[src/hdl/fic_pkg.sv]
`default_nettype none

package fic_pkg;

   localparam int POS_W = 16;
   localparam int WORD_W = 32;
   localparam int CSR_INDEX_W = 8;
   localparam logic [WORD_W-1:0] CRC_POLY = 32'hEDB8_8320;
   localparam logic [WORD_W-1:0] CRC_INIT = 32'hFFFF_FFFF;

   typedef enum logic [CSR_INDEX_W-1:0] {
      REG_EXPECTED_MAGIC   = 8'd0,
      REG_FRAME_LENGTH     = 8'd1,
      REG_SEQUENCE_MODULUS = 8'd2,
      REG_CRC_CHECK_ENABLE = 8'd3
   } csr_index_type;

   typedef struct packed {
      logic [WORD_W-1:0] expected_magic;
      logic [POS_W-1:0]  frame_length;
      logic [WORD_W-1:0] sequence_modulus;
      logic              crc_check_enable;
   } cfg_type;

   typedef struct packed {
      logic              len_ok;
      logic [WORD_W-1:0] magic;
      logic [WORD_W-1:0] seq_num;
      logic              crc_match;
   } frame_sum_type;

   function automatic logic [WORD_W-1:0] crc32_byte(input logic [WORD_W-1:0] acc,
                                                    input logic [7:0] b);
      logic [WORD_W-1:0] c;
      c = acc ^ {24'd0, b};
      for (int i = 0; i < 8; i++) begin
         c = (c >> 1) ^ (c[0] ? CRC_POLY : '0);
      end
      return c;
   endfunction

endpackage

`default_nettype wire

[src/hdl/fic_rem_unit.sv]
`default_nettype none

module fic_rem_unit
   import fic_pkg::*;
(
   input  wire logic              clock,
   input  wire logic              reset,
   input  wire logic              start,
   input  wire logic [WORD_W:0]   dividend,
   input  wire logic [WORD_W-1:0] divisor,
   output logic                   busy,
   output logic                   done,
   output logic [WORD_W-1:0]      remainder
);

   localparam int STEPS = WORD_W + 1;
   localparam int CNT_W = $clog2(STEPS);

   logic              busy_ff, busy_in;
   logic              done_ff, done_in;
   logic [CNT_W-1:0]  count_ff, count_in;
   logic [WORD_W:0]   rem_ff, rem_in;
   logic [WORD_W:0]   dividend_ff, dividend_in;
   logic [WORD_W-1:0] divisor_ff, divisor_in;
   logic [WORD_W:0]   trial;

   always_comb begin
      trial = {rem_ff[WORD_W-1:0], dividend_ff[WORD_W]};
      busy_in = busy_ff;
      done_in = 1'b0;
      count_in = count_ff;
      rem_in = rem_ff;
      dividend_in = dividend_ff;
      divisor_in = divisor_ff;
      if (start) begin
         busy_in = 1'b1;
         count_in = CNT_W'(STEPS - 1);
         rem_in = '0;
         dividend_in = dividend;
         divisor_in = divisor;
      end else if (busy_ff) begin
         rem_in = (trial >= {1'b0, divisor_ff}) ? trial - {1'b0, divisor_ff} : trial;
         dividend_in = {dividend_ff[WORD_W-1:0], 1'b0};
         count_in = count_ff - 1'b1;
         if (count_ff == '0) begin
            busy_in = 1'b0;
            done_in = 1'b1;
         end
      end
   end

   always_ff @(posedge clock) begin
      if (reset) begin
         busy_ff <= 1'b0;
         done_ff <= 1'b0;
         count_ff <= '0;
      end else begin
         busy_ff <= busy_in;
         done_ff <= done_in;
         count_ff <= count_in;
      end
      rem_ff <= rem_in;
      dividend_ff <= dividend_in;
      divisor_ff <= divisor_in;
   end

   assign busy = busy_ff;
   assign done = done_ff;
   assign remainder = rem_ff[WORD_W-1:0];

endmodule

`default_nettype wire

[src/hdl/fic_verdict.sv]
`default_nettype none

module fic_verdict
   import fic_pkg::*;
(
   input  wire logic              clock,
   input  wire logic              reset,
   input  wire cfg_type           cfg,
   input  wire logic              modulus_write,
   input  wire logic [WORD_W-1:0] modulus_data,
   input  wire logic              frame_done,
   input  wire frame_sum_type     frame_sum,
   output logic                   verdict_ready,
   output logic                   rsp_valid,
   input  wire logic              rsp_stall,
   output logic                   rsp_frame_ok,
   output logic                   rsp_length_bad,
   output logic                   rsp_magic_bad,
   output logic                   rsp_sequence_bad,
   output logic                   rsp_crc_bad,
   output logic [WORD_W-1:0]      rsp_frame_sequence,
   output logic [WORD_W-1:0]      rsp_total_received,
   output logic [WORD_W-1:0]      rsp_total_valid,
   output logic [WORD_W-1:0]      rsp_total_magic_errors,
   output logic [WORD_W-1:0]      rsp_total_sequence_errors,
   output logic [WORD_W-1:0]      rsp_total_crc_errors
);

   logic              rsp_valid_ff, rsp_valid_in;
   logic              ok_ff, len_bad_ff, magic_bad_ff, seq_bad_ff, crc_bad_ff;
   logic [WORD_W-1:0] seq_out_ff;
   logic [WORD_W-1:0] prev_ff, expect_ff;
   logic              seen_ff;
   logic [WORD_W-1:0] rx_cnt_ff, valid_cnt_ff, magic_cnt_ff, seq_cnt_ff, crc_cnt_ff;
   logic [WORD_W-1:0] rx_cnt_in, valid_cnt_in, magic_cnt_in, seq_cnt_in, crc_cnt_in;
   logic              m_bad, range_bad, pre_ok, cont_bad, s_bad, c_bad, ok;
   logic [WORD_W:0]   seq_next;
   logic [WORD_W-1:0] expect_next;
   logic [WORD_W-1:0] expect_cur;
   logic              rem_busy, rem_done;
   logic [WORD_W-1:0] rem_value;

   fic_rem_unit u_rem (
      .clock     (clock),
      .reset     (reset),
      .start     (modulus_write),
      .dividend  ({1'b0, prev_ff} + 1'b1),
      .divisor   (modulus_data),
      .busy      (rem_busy),
      .done      (rem_done),
      .remainder (rem_value)
   );

   assign verdict_ready = (!rsp_valid_ff || !rsp_stall) && !rem_busy && !modulus_write;

   always_comb begin
      expect_cur = rem_done ? rem_value : expect_ff;
      m_bad = frame_sum.len_ok && (frame_sum.magic != cfg.expected_magic);
      range_bad = frame_sum.len_ok && (frame_sum.seq_num >= cfg.sequence_modulus);
      pre_ok = frame_sum.len_ok && !m_bad && !range_bad;
      cont_bad = pre_ok && seen_ff && (cfg.sequence_modulus != '0)
                 && (frame_sum.seq_num != expect_cur);
      s_bad = range_bad || cont_bad;
      c_bad = frame_sum.len_ok && cfg.crc_check_enable && !frame_sum.crc_match;
      ok = pre_ok && !cont_bad && !c_bad;
      seq_next = {1'b0, frame_sum.seq_num} + 1'b1;
      expect_next = (seq_next == {1'b0, cfg.sequence_modulus}) ? '0 : seq_next[WORD_W-1:0];
      rx_cnt_in = rx_cnt_ff + 1'b1;
      valid_cnt_in = valid_cnt_ff + WORD_W'(ok);
      magic_cnt_in = magic_cnt_ff + WORD_W'(m_bad);
      seq_cnt_in = seq_cnt_ff + WORD_W'(s_bad);
      crc_cnt_in = crc_cnt_ff + WORD_W'(c_bad);
      rsp_valid_in = frame_done || (rsp_valid_ff && rsp_stall);
   end

   always_ff @(posedge clock) begin
      if (reset) begin
         rsp_valid_ff <= 1'b0;
         prev_ff <= '0;
         expect_ff <= WORD_W'(1);
         seen_ff <= 1'b0;
         rx_cnt_ff <= '0;
         valid_cnt_ff <= '0;
         magic_cnt_ff <= '0;
         seq_cnt_ff <= '0;
         crc_cnt_ff <= '0;
      end else begin
         rsp_valid_ff <= rsp_valid_in;
         if (rem_done) begin
            expect_ff <= rem_value;
         end
         if (frame_done) begin
            rx_cnt_ff <= rx_cnt_in;
            valid_cnt_ff <= valid_cnt_in;
            magic_cnt_ff <= magic_cnt_in;
            seq_cnt_ff <= seq_cnt_in;
            crc_cnt_ff <= crc_cnt_in;
            if (ok) begin
               prev_ff <= frame_sum.seq_num;
               expect_ff <= expect_next;
               seen_ff <= 1'b1;
            end
         end
      end
      if (frame_done) begin
         ok_ff <= ok;
         len_bad_ff <= !frame_sum.len_ok;
         magic_bad_ff <= m_bad;
         seq_bad_ff <= s_bad;
         crc_bad_ff <= c_bad;
         seq_out_ff <= frame_sum.seq_num;
      end
   end

   assign rsp_valid = rsp_valid_ff;
   assign rsp_frame_ok = ok_ff;
   assign rsp_length_bad = len_bad_ff;
   assign rsp_magic_bad = magic_bad_ff;
   assign rsp_sequence_bad = seq_bad_ff;
   assign rsp_crc_bad = crc_bad_ff;
   assign rsp_frame_sequence = seq_out_ff;
   assign rsp_total_received = rx_cnt_ff;
   assign rsp_total_valid = valid_cnt_ff;
   assign rsp_total_magic_errors = magic_cnt_ff;
   assign rsp_total_sequence_errors = seq_cnt_ff;
   assign rsp_total_crc_errors = crc_cnt_ff;

endmodule

`default_nettype wire

[config.mk]
export PLATFORM = sky130hd
export DESIGN_NAME = fic_verdict
export DESIGN_NICKNAME = d
export VERILOG_FILES = /design/src/hdl/fic_pkg.sv /design/src/hdl/fic_rem_unit.sv /design/src/hdl/fic_verdict.sv
export SDC_FILE = /design/constraint.sdc
export NUM_CORES = 1
export LEC_CHECK = 0
export BUFFER_PORTS_ARGS = -buffer_cell sky130_fd_sc_hd__buf_4
export CAP_MARGIN = 20
export CORE_ASPECT_RATIO = 1.5
export CORE_MARGIN = 10
export CORE_UTILIZATION = 52
export CTS_BUF_LIST = sky130_fd_sc_hd__clkbuf_4 sky130_fd_sc_hd__clkbuf_8
export DETAILED_ROUTE_END_ITERATION = 10
export PLACE_DENSITY = 0.82
export REMOVE_ABC_BUFFERS = 1
export SYNTH_ARGS = -nofsm -noshare
export SYNTH_HDL_FRONTEND = slang
export SYNTH_HIERARCHICAL = 1
export SYNTH_SLANG_ARGS = --single-unit
[constraint.sdc]
create_clock -name clock -period 3.9 [get_ports clock]
set_clock_uncertainty 0.2 [all_clocks]
set_input_delay 0.585 -clock clock [delete_from_list [all_inputs] [get_ports clock]]
set_output_delay 0.585 -clock clock [all_outputs]
set_load 0.05 [all_outputs]
### Yosys cells after proc, flatten, opt, wreduce, memory -nomap -nowiden

Index checks and enable logic that the tools add are counted.

| cells by class | value |
|---|---|
| bitwise logic cells | 1 |
| equality and inequality tests | 3 |
| magnitude comparators | 2 |
| multiplexer cells | 13 |
| $add $sub $neg | 9 |
| reduce and logical (&&, ||, !) cells | 33 |

Operator list:

| kind | number |
|---|---|
| $mux 32 | 5 |
| $add 32x1->32 | 4 |
| $add 32x1->33 const B | 2 |
| $mux 33 | 2 |
| $ne 32x32->1 | 2 |
| $eq 33x32->1 | 1 |
| $ge 33x32->1 | 1 |
| $add 32x1->32 const B | 1 |
| $ge 32x32->1 | 1 |
| $reduce_bool 32->1 | 1 |
| $sub 32x32->32 | 1 |
| $logic_and 1x1->1 | 14 |
| $mux 6 | 2 |
| $logic_not 1->1 | 10 |
| $logic_not 6->1 | 1 |
| $sub 6x1->6 const B | 1 |
| $mux 1 | 4 |
| $logic_or 1x1->1 | 3 |
| $reduce_or 3->1 | 1 |
| $reduce_and 2->1 | 1 |
| $reduce_bool 2->1 | 1 |
| $reduce_or 2->1 | 1 |
| $not 1->1 | 1 |

| word-level totals | value |
|---|---|
| input bits | 184 |
| word-level logic and storage cells | 83 |
| output and inout port bits | 199 |
| register bits | 368 |

### Logic depth before layout (Yosys ltp)

Gate-level depths: netlist (run 1).

| depth | value |
|---|---|
| depth in word-level cells | 13 |
| gate-level depth with buffers | 20 |
| mapped depth without buffers | 18 |

### By module

The synthesis (run 1) kept the hierarchy.

Modules (own cells, without submodules):

| module | area an instance (sq um) | cells each | seq. area each (sq um) | instances |
|---|---|---|---|---|
| fic_verdict | 14441.4 | 1602 | 5635.4 | 1 |
| fic_rem_unit | 5989.5 | 579 | 2752.6 | 1 |

### Least setup slack after synthesis (run 1)

Ideal clock, no wire load.

| timing path | value |
|---|---|
| path type | input port to flip-flop |
| start point | in frame_sum[1] (netlist name) |
| end point | reg valid_cnt_ff[26], in the netlist rsp_total_valid[26] |
| cell stages on the path | 17 |
| data required time | 3.629 ns |
| setup time | 0.071 ns |
| data arrival time | 3.809 ns |
| slack | -0.180 ns |
| buffers on the path | 0 |
| cell sequence | inv_1 > ha_1 > nand2b_1 > a2111oi_0 > o21ai_1 > a2111o_1 > nand2_1 > a21oi_1 > nor3_1 > ha_1 > ha_1 > and3_1 > and3_1 > and3_1 > nand2b_1 > or3_1 > a21oi_1 |

| between the ends | value |
|---|---|
| cells in the longest elaborated chain, start to end | 11 |
| elaborated cells between the ends (all ways) | 12 |
| those cells by class | add/sub: 1; order compare: 1; eq/ne: 1; reduce/logical: 9 |

RTL lines:

| what | line | text |
|---|---|---|
| start: declaration | fic_verdict.sv:12 | `input wire frame_sum_type frame_sum,` |
| $ge 32x32->1 | fic_verdict.sv:59 | `range_bad = frame_sum.len_ok && (frame_sum.seq_num >= cfg.sequence_modulus);` |
| $logic_and 1x1->1 | fic_verdict.sv:59 |  |
| $logic_not 1->1 | fic_verdict.sv:60 | `pre_ok = frame_sum.len_ok && !m_bad && !range_bad;` |
| $logic_and 1x1->1 | fic_verdict.sv:60 |  |
| $logic_and 1x1->1 (2 in a row) | fic_verdict.sv:61 | `cont_bad = pre_ok && seen_ff && (cfg.sequence_modulus != '0)` |
| $logic_and 1x1->1 | fic_verdict.sv:62 | `&& (frame_sum.seq_num != expect_cur);` |
| $logic_not 1->1 | fic_verdict.sv:65 | `ok = pre_ok && !cont_bad && !c_bad;` |
| $logic_and 1x1->1 * (2 in a row) | fic_verdict.sv:65 |  |
| named net ok | fic_verdict.sv:36 | `logic m_bad, range_bad, pre_ok, cont_bad, s_bad, c_bad, ok;` |
| $add 32x1->32 * | fic_verdict.sv:69 | `valid_cnt_in = valid_cnt_ff + WORD_W'(ok);` |
| end signal: assignment | fic_verdict.sv:94 | `valid_cnt_ff <= valid_cnt_in;` |
| end: declaration | fic_verdict.sv:34 | `logic [WORD_W-1:0] rx_cnt_ff, valid_cnt_ff, magic_cnt_ff, seq_cnt_ff, crc_cnt_ff;` |

Mark *: on every way through the listed nets, which the timed path passes. The rest lies on a longest branch.
A chain may end at the register's enable or synchronous reset.

### Worst setup path after layout (run 1)

| timing path | value |
|---|---|
| start point | reg u_rem.done_ff, in the netlist u_rem/done |
| end point | reg valid_cnt_ff[26], in the netlist rsp_total_valid[26] |

| between the ends | value |
|---|---|
| cells in the longest elaborated chain, start to end | 7 |

RTL lines:

| what | line | text |
|---|---|---|
| start: declaration | fic_rem_unit.sv:20 | `logic done_ff, done_in;` |
| start signal: assignment | fic_rem_unit.sv:59 | `done_ff <= done_in;` |
| $mux 32 | fic_verdict.sv:57 | `expect_cur = rem_done ? rem_value : expect_ff;` |
| $ne 32x32->1 | fic_verdict.sv:62 |  |
| $logic_and 1x1->1 | fic_verdict.sv:62 |  |
| $logic_not 1->1 | fic_verdict.sv:65 |  |
| $logic_and 1x1->1 (2 in a row) | fic_verdict.sv:65 |  |
| named net ok | fic_verdict.sv:36 |  |
| $add 32x1->32 | fic_verdict.sv:69 |  |

The timed path passes the listed nets, and every way through them passes these cells.

==> results of run 1 <==
metrics by stage:
| stage | setup TNS (ps) | instances |
|---|---|---|
| floorplan | -36100 | 2080 |
| global placement | -16650 | 3165 |
| detailed placement | -18840 | 3165 |
| CTS | -186 | 3311 |
| global route | -2220 | 3327 |
| finish | -15.2 | 3327 |
final cells by class:
| type | count | area, µm² | area share |
|---|---|---|---|
| timing repair buffer | 641 | 5130 | 0.186 |
| sequential | 368 | 8390 | 0.304 |
| clock inverter | 36 | 383 | 0.0139 |
| inverter | 99 | 372 | 0.0134 |
| clock buffer | 71 | 927 | 0.0335 |
| tap | 495 | 619 | 0.0224 |
| multi-input combinational | 1613 | 11800 | 0.427 |
| antenna | 4 | 10.0 | 0.000362 |
cell usage in the layout (no fill, tap or decap), types with 30 or more instances in the layout:
master / n
mux2_2: 33
ha_1: 73
dlygate4sd3_1: 39
o21ai_0: 55
and3_1: 41
nand4_1: 59
nand3_1: 75
buf_4: 582
nor4_1: 31
xnor2_1: 131
xor2_1: 169
a211oi_1: 39
o22ai_2: 30
edfxtp_1: 102
inv_1: 99
dfxtp_1: 264
nor2_1: 231
a21oi_1: 105
mux2i_1: 40
clkbuf_8: 63
nand2_1: 190
power by group through the flow:
| stage | registers [µW] | logic [µW] | clock network [µW] |
|---|---|---|---|
| final | 4170 | 1680 | 3720 |
| after global routing | 4180 | 1790 | 3930 |
| after CTS | 4150 | 1630 | 3770 |
| after detailed placement | 4230 | 1580 | 0 |
| after global placement | 4230 | 1550 | 0 |
| after floorplan | 4350 | 717 | 0 |
critical path: stages (launching register included):
cell	delay (ps)
dfxtp_4	460
clkbuf_16	210
mux2i_4	250
xnor2_1	90
buf_4	160
nor4_2	280
nand4_1	160
o21bai_2	220
nand2_2	100
nor3_4	210
ha_2	250
ha_4	140
and3_4	180
and3_4	190
and3_4	210
nand2b_4	80
or3_1	330
a21oi_2	120
routing by layer:
| layer | track usage | wire length (µm) | vias up |
|---|---|---|---|
| li1 | - | - | 8883 |
| met1 | 0.276 | 24800 | 8955 |
| met2 | 0.507 | 37700 | 761 |
| met3 | 0.0673 | 5150 | 222 |
| met4 | 0.186 | 5090 | 4 |
| met5 | 0 | 31 | - |
repair_timing:
action,in CTS,in global routing
hold endpoints to repair,39,0
setup buffers,0,10
endpoints found under the setup margin,30,38
hold buffers,39,0
pin swaps,3,26
resized for setup,19,107
cloned,0,3
worst max-delay path by stage:
| stage | startpoint | endpoint | slack (ps) | depth (start not counted) |
|---|---|---|---|---|
| after global routing | u_rem/done$_SDFF_PP0_ | rsp_total_valid[26]$_SDFFE_PP0P_ | -180 | 17 |
| after CTS | u_rem/done$_SDFF_PP0_ | rsp_total_valid[26]$_SDFFE_PP0P_ | -40 | 17 |
| after global placement | cfg[1] | rsp_total_valid[26]$_SDFFE_PP0P_ | -690 | 17 |
| final | u_rem/done$_SDFF_PP0_ | rsp_total_valid[26]$_SDFFE_PP0P_ | -20 | 17 |
| after floorplan | u_rem/done$_SDFF_PP0_ | expect_ff[2]$_SDFF_PP0_ | -920 | 8 |
| after detailed placement | cfg[1] | rsp_total_valid[26]$_SDFFE_PP0P_ | -730 | 17 |
cells by family (layout without fill, tap and decap cells):
family          count (synthesis)  after routing  synth area share
flops                         368            368             0.411
compound gates                324            324             0.109
xor+xnor                      315            315             0.137
buf+inv                       200            847            0.0453
mux                           103            103            0.0525
fa+ha+maj                      79             79            0.0486
other cells                     0              4                 0
simple gates                  792            792             0.197
registers in the layout (all words and copies together), names as in the netlist, 6 cells and up:
name / count
expect_ff: 32
prev_ff: 32
rsp_frame_sequence: 32
rsp_total_crc_errors: 32
rsp_total_magic_errors: 32
rsp_total_received: 32
rsp_total_sequence_errors: 32
rsp_total_valid: 32
u_rem/count_ff: 6
u_rem/dividend_ff: 33
u_rem/divisor_ff: 32
u_rem/rem_ff: 32
==> metrics.md, run 1 <==
| Metric | Value |
|---|---|
| Design area | `27600 µm²` |
| Status | `finished, violations left` |
| Unrepaired setup endpoints after global routing | `true` |
| Post-route setup slack | `-15.2 ps` |
| HP Class | `input port to register` |
| Pwr Total | `approximately 9600 µW` |
| RR Startpoint | `u_rem/done$_SDFF_PP0_` |
| Die H | `263 µm` |
| Top-count cell post-synth | `dfxtp_1` |
| Net Sw Frac | `0.284` |
| Max_cap viols | `0` |
| Worst min-delay path endpoint | `rsp_total_sequence_errors[24]$_SDFFE_PP0P_` |
| Maximum VDD drop | `0.000314 V` |
| Register area share after synthesis | `0.411` |
| Utilization after layout | `0.715` |
| Post-layout min period | `3920 ps` |
| Initial antenna violation count | `6` |
| Yosys warns | `6` |
| Synth unique cells | `71` |
| First-pass DRT Iterations | `7` |
| Clock sinks | `368` |
| Vias in the first global route | `19300` |
| Synthesized cell area | `20400 µm²` |
| Final WL | `just over 70000 µm` |
| # fillers | `~2700` |
| Hold Fails Final Rpt | `0` |
| H-tree depth | `2` |
| Number of synthesized flops with an enable pin | `roughly 100` |
| DR WL/cell | `21.9 µm` |
| CP Capture Type | `register` |
| Pre-CTS WS | `-729 ps` |
| Clk root buf | `clkbuf_8` |
| Req. time, crit path | `roughly 4300 ps` |
| Total grt overflow | `0` |
| Critical Path AT | `about 4300 ps` |
| DRC viols | `0` |
| Post-route ant nets | `0` |
| Hold WS | `47.2 ps` |
| Clock Pin Slew Worst Setup and Hold Paths | `70 ps` |
| Area leader, netlist | `dfxtp_1` |
| Initial core utilization | `0.529` |
| TritonCTS clock tree | `built` |
| Hold depth | `2` |
| Die ar. | `between 40000 and 50000 µm²` |
| Synth top area share | `0.261` |
| P_leak | `around 0.012 µW` |
| Reg2Reg Depth | `17` |
| I/O Buffers | `366` |
| Final GP Congestion | `1.00` |
| Clock Latency Late Sink | `between 600 and 700 ps` |
| Setup crit start kind | `register` |
| GRT Total Usage | `0.280` |
| Fin crit share | `1.00` |
| Max clock buf depth | `3` |
| CTS Buf Count | `57` |
| Slew at the pin closest to its max-slew limit | `1050 ps` |
| Mapped Cells | `2181` |
| Core area | `38600 µm²` |
| P&R area growth vs syn | `35.3%` |
| #FFs+latches synth | `368` |
| Critical Path Fanout Max | `5` |
| Highest clock rate | `255 MHz` |
| # rows | `88` |
| Top cells by count, synth | `dfxtp_1, nor2_1, nand2_1, xor2_1, xnor2_1` |
| Global-route wire length before repair | `107000 µm` |
| R2r setup slk | `-20 ps` |
| Vias per cell | `~5.7` |
| Detailed placer's ending HPWL | `~56000 µm` |
| Vias | `~19000` |
| Layout cells sized above 1 | `0.314` |
| DIE WIDTH | `roughly 180 µm` |
| Hold wc startpoint | `reset` |
| Dominant synthesized flop cell | `dfxtp_1` |
| Flop pwr share | `0.436` |
| Sw power | `2720 µW` |
| Logic gate share of total power | `0.176` |
| Slew margin rel. | `0.300` |
| Nets | `3042` |
| Initial drt markers | `roughly 1300` |
| Internal power | `6850 µW` |
| Clk network pwr share | `0.388` |
| Failing checks | `setup timing` |
| Final setup viols | `1` |
| IO Pins | `383` |
| Cells taking the most area after synthesis | `dfxtp_1, edfxtp_1, xor2_1` |
| Dpl cell area | `around 25000 µm²` |
| Avg Inst Size Synth | `9.37 µm²` |
| Worst setup path category | `register to register` |
| FFs w/ async S/R, synth | `0` |
| Final-report max-slew violation count | `0` |
| Pin count of the biggest net entering global routing | `101` |
| Crit Reg-Reg Endpoint | `rsp_total_valid[26]$_SDFFE_PP0P_` |
| Pwr/cell area | `346 nW/µm²` |
No activity file was read; power rests on OpenSTA's default activity.
==> inputs of run 2 (changes only) <==
--- a/config.mk
+++ b/config.mk
@@ -7,13 +7,14 @@
 export LEC_CHECK = 0
 export BUFFER_PORTS_ARGS = -buffer_cell sky130_fd_sc_hd__buf_4
 export CAP_MARGIN = 20
-export CORE_ASPECT_RATIO = 1.5
+export CORE_ASPECT_RATIO = 0.9
 export CORE_MARGIN = 10
 export CORE_UTILIZATION = 52
 export CTS_BUF_LIST = sky130_fd_sc_hd__clkbuf_4 sky130_fd_sc_hd__clkbuf_8
 export DETAILED_ROUTE_END_ITERATION = 10
 export PLACE_DENSITY = 0.82
 export REMOVE_ABC_BUFFERS = 1
+export SKIP_CTS_REPAIR_TIMING = 1
 export SYNTH_ARGS = -nofsm -noshare
 export SYNTH_HDL_FRONTEND = slang
 export SYNTH_HIERARCHICAL = 1
==> run 2 against run 1 <==
  * Die area decreased by 0.32%
  * Wire length increased by 0.64%
  * The flow still finishes with violations (setup timing)
  * Highest routed layer unchanged
  * Clock power decreased by 4%
  * Critical path type unchanged
  * Power decreased by 1.6%
  * Combinational power about the same
  * Register-to-register slack got worse by 140 ps
  * Fmax decreased by 3.4%
  * Hold slack got worse by 30 ps
==> metrics.md, run 2 (same netlist as run 1, synthesis figures left out) <==
| Metric | Value |
|---|---|
| R2r setup slk | `-150 ps (-140 ps)` |
| DIE WIDTH | `229 µm (+26%)` |
| Nets | `3045 (+0.099%)` |
| Largest reg by FF count | `u_rem/dividend_ff` |
| Slew at the pin closest to its max-slew limit | `913 ps (-138 ps)` |
| DR WL/cell | `21.7 µm (-0.53%)` |
| Maximum VDD drop | `0.000251 V (-20%)` |
| Register area | `8390 µm² (unchanged)` |
| Detailed placer's ending HPWL | `55200 µm (-0.82%)` |
| Failing checks | `setup timing` |
| CP Capture Type | `register` |
| P&R area growth vs syn | `34.5%` |
| Die ar. | `47600 µm² (-0.32%)` |
| Critical path, cell by cell | `buf_6 -> mux2i_1 -> buf_4 -> xnor2_1 -> buf_4 -> nor4_4 -> nand4_1 -> o21bai_4 -> nand2_2 -> nor3_4 -> ha_2 -> ha_4 -> and3_4 -> and3_4 -> and3_4 -> nand2b_4 -> or3_4 -> a21oi_2` |
| Clock Latency Late Sink | `680 ps (+40 ps)` |
| Max clock buf depth | `3 (unchanged)` |
| Fin crit share | `1.04 (+0.0357)` |
| Final WL | `73200 µm (+0.64%)` |
| DRC viols | `0 (unchanged)` |
| # fillers | `2771 (+1.2%)` |
| Slew margin rel. | `0.391 (+0.0918)` |
| Largest stage delay on the critical path | `450 ps (about the same)` |
| Clock Pin Slew Worst Setup and Hold Paths | `60 ps (about the same)` |
| Highest clock rate | `247 MHz (-3.4%)` |
| Critical Path Fanout Max | `7 (+2)` |
| Core area | `38500 µm² (-0.27%)` |
| Layout cells sized above 1 | `0.313 (-0.000774)` |
| HP Class | `input port to register` |
| Unrepaired setup endpoints after global routing | `true` |
| IO Pins | `383 (unchanged)` |
| Final GP Congestion | `0.963 (-3.8%)` |
| Pwr/cell area | `343 nW/µm² (-1.1%)` |
| Status | `finished, violations left` |
| P_leak | `0.0115 µW (-0.58%)` |
| Total grt overflow | `0 (unchanged)` |
| CP bufs+invs | `3 (+1)` |
| Post-layout min period | `4050 ps (+139 ps)` |
| Final setup viols | `8 (+7)` |
| Initial core utilization | `0.530 (+0.00144)` |
| Setup crit start kind | `register` |
| Max reg flops | `33 (unchanged)` |
| Clock sinks | `368 (unchanged)` |
| Cell mode on critical path | `and3_4` |
| Vias per cell | `5.63 (-0.45%)` |
| Die H | `208 µm (-21%)` |
| Req. time, crit path | `4290 ps (+30 ps)` |
| Hold Fails Final Rpt | `0 (unchanged)` |
| Final-report max-slew violation count | `0 (unchanged)` |
| Design area | `27500 µm² (-0.56%)` |
| First-pass DRT Iterations | `7 (unchanged)` |
| Post-route setup slack | `-154 ps (-139 ps)` |
| H-tree depth | `2 (unchanged)` |
| Vias | `19000 (+0.72%)` |
| Post-route ant nets | `0 (unchanged)` |
| Dpl cell area | `25100 µm² (about the same)` |
| Max_cap viols | `0 (unchanged)` |
| # rows | `68 (-23%)` |
| Clk root buf | `clkbuf_8` |
| Vias in the first global route | `19100 (-1.1%)` |
| Commonest non-fill, non-tap cell in the layout | `buf_4` |
| Initial antenna violation count | `8 (+2)` |
| Global-route wire length before repair | `108000 µm (+0.89%)` |
| Area of the multi-input gates | `11700 µm² (-0.69%)` |
| CP top delay family | `simple AND/OR/NAND/NOR gates` |
| Utilization after layout | `0.713 (-0.00204)` |
| Initial drt markers | `1321 (+3.3%)` |
| Commonest cells after routing, fill and taps aside | `buf_4, dfxtp_1, nor2_1` |
| Critical Path AT | `4450 ps (+170 ps)` |
| CTS Buf Count | `61 (+7.0%)` |
| TritonCTS clock tree | `built` |
| I/O Buffers | `366 (unchanged)` |
| CP max stage cell | `dfxtp_4` |
| Pin count of the biggest net entering global routing | `79 (-22%)` |
| Worst setup path category | `register to register` |
| GRT Total Usage | `0.283 (+0.00287)` |
-- run 2: report_power, final --
group | switching, µW | total (µW) | internal, µW
logic | 961 | 1690 | 725
clock network | 1680 | 3570 | 1890
registers | 84.9 | 4160 | 4070
total | 2730 | 9420 | 6690
-- run 2: per-stage QoR --
step | TNS (ps) | hold WS (ps) | cells | total power (µW) | setup slack, ps
finish | -588 | 17.5 | 3366 | 9420 | -154
detailed placement | -24810 | 257 | 3198 | 5820 | -671
CTS | -5730 | -168 | 3313 | 9360 | -450
global placement | -20030 | 244 | 3198 | 5790 | -602
global route | -2440 | -1.09 | 3365 | 9770 | -271
floorplan | -36100 | 234 | 2080 | 5060 | -920
-- run 2: routing by layer --
metal,track usage,share of wire,vias up
met5,0,0.00070,-
met4,0.136,0.048,6
met3,0.0721,0.073,174
met2,0.483,0.49,718
met1,0.326,0.39,9158
li1,-,-,8904
-- run 2: area by class of cell --
cell class,instances,share of cell area
multi-input cells,1613,0.426
flip-flops and latches,368,0.305
repair buffers,640,0.184
clock buffers,94,0.0418
well taps,525,0.0239
inverters,99,0.0135
clock inverters,21,0.00423
diodes,6,0.000546
-- run 2: final timing paths --
path                            start                          endpoint  cells after the start
max             u_rem/done$_SDFF_PP0_  rsp_total_valid[26]$_SDFFE_PP0P_                     18
min                     frame_sum[17]  rsp_frame_sequence[16]$_DFFE_PP_                      1
max reg2reg     u_rem/done$_SDFF_PP0_  rsp_total_valid[26]$_SDFFE_PP0P_                     18
min reg2reg  prev_ff[30]$_SDFFE_PP0P_          prev_ff[30]$_SDFFE_PP0P_                      2
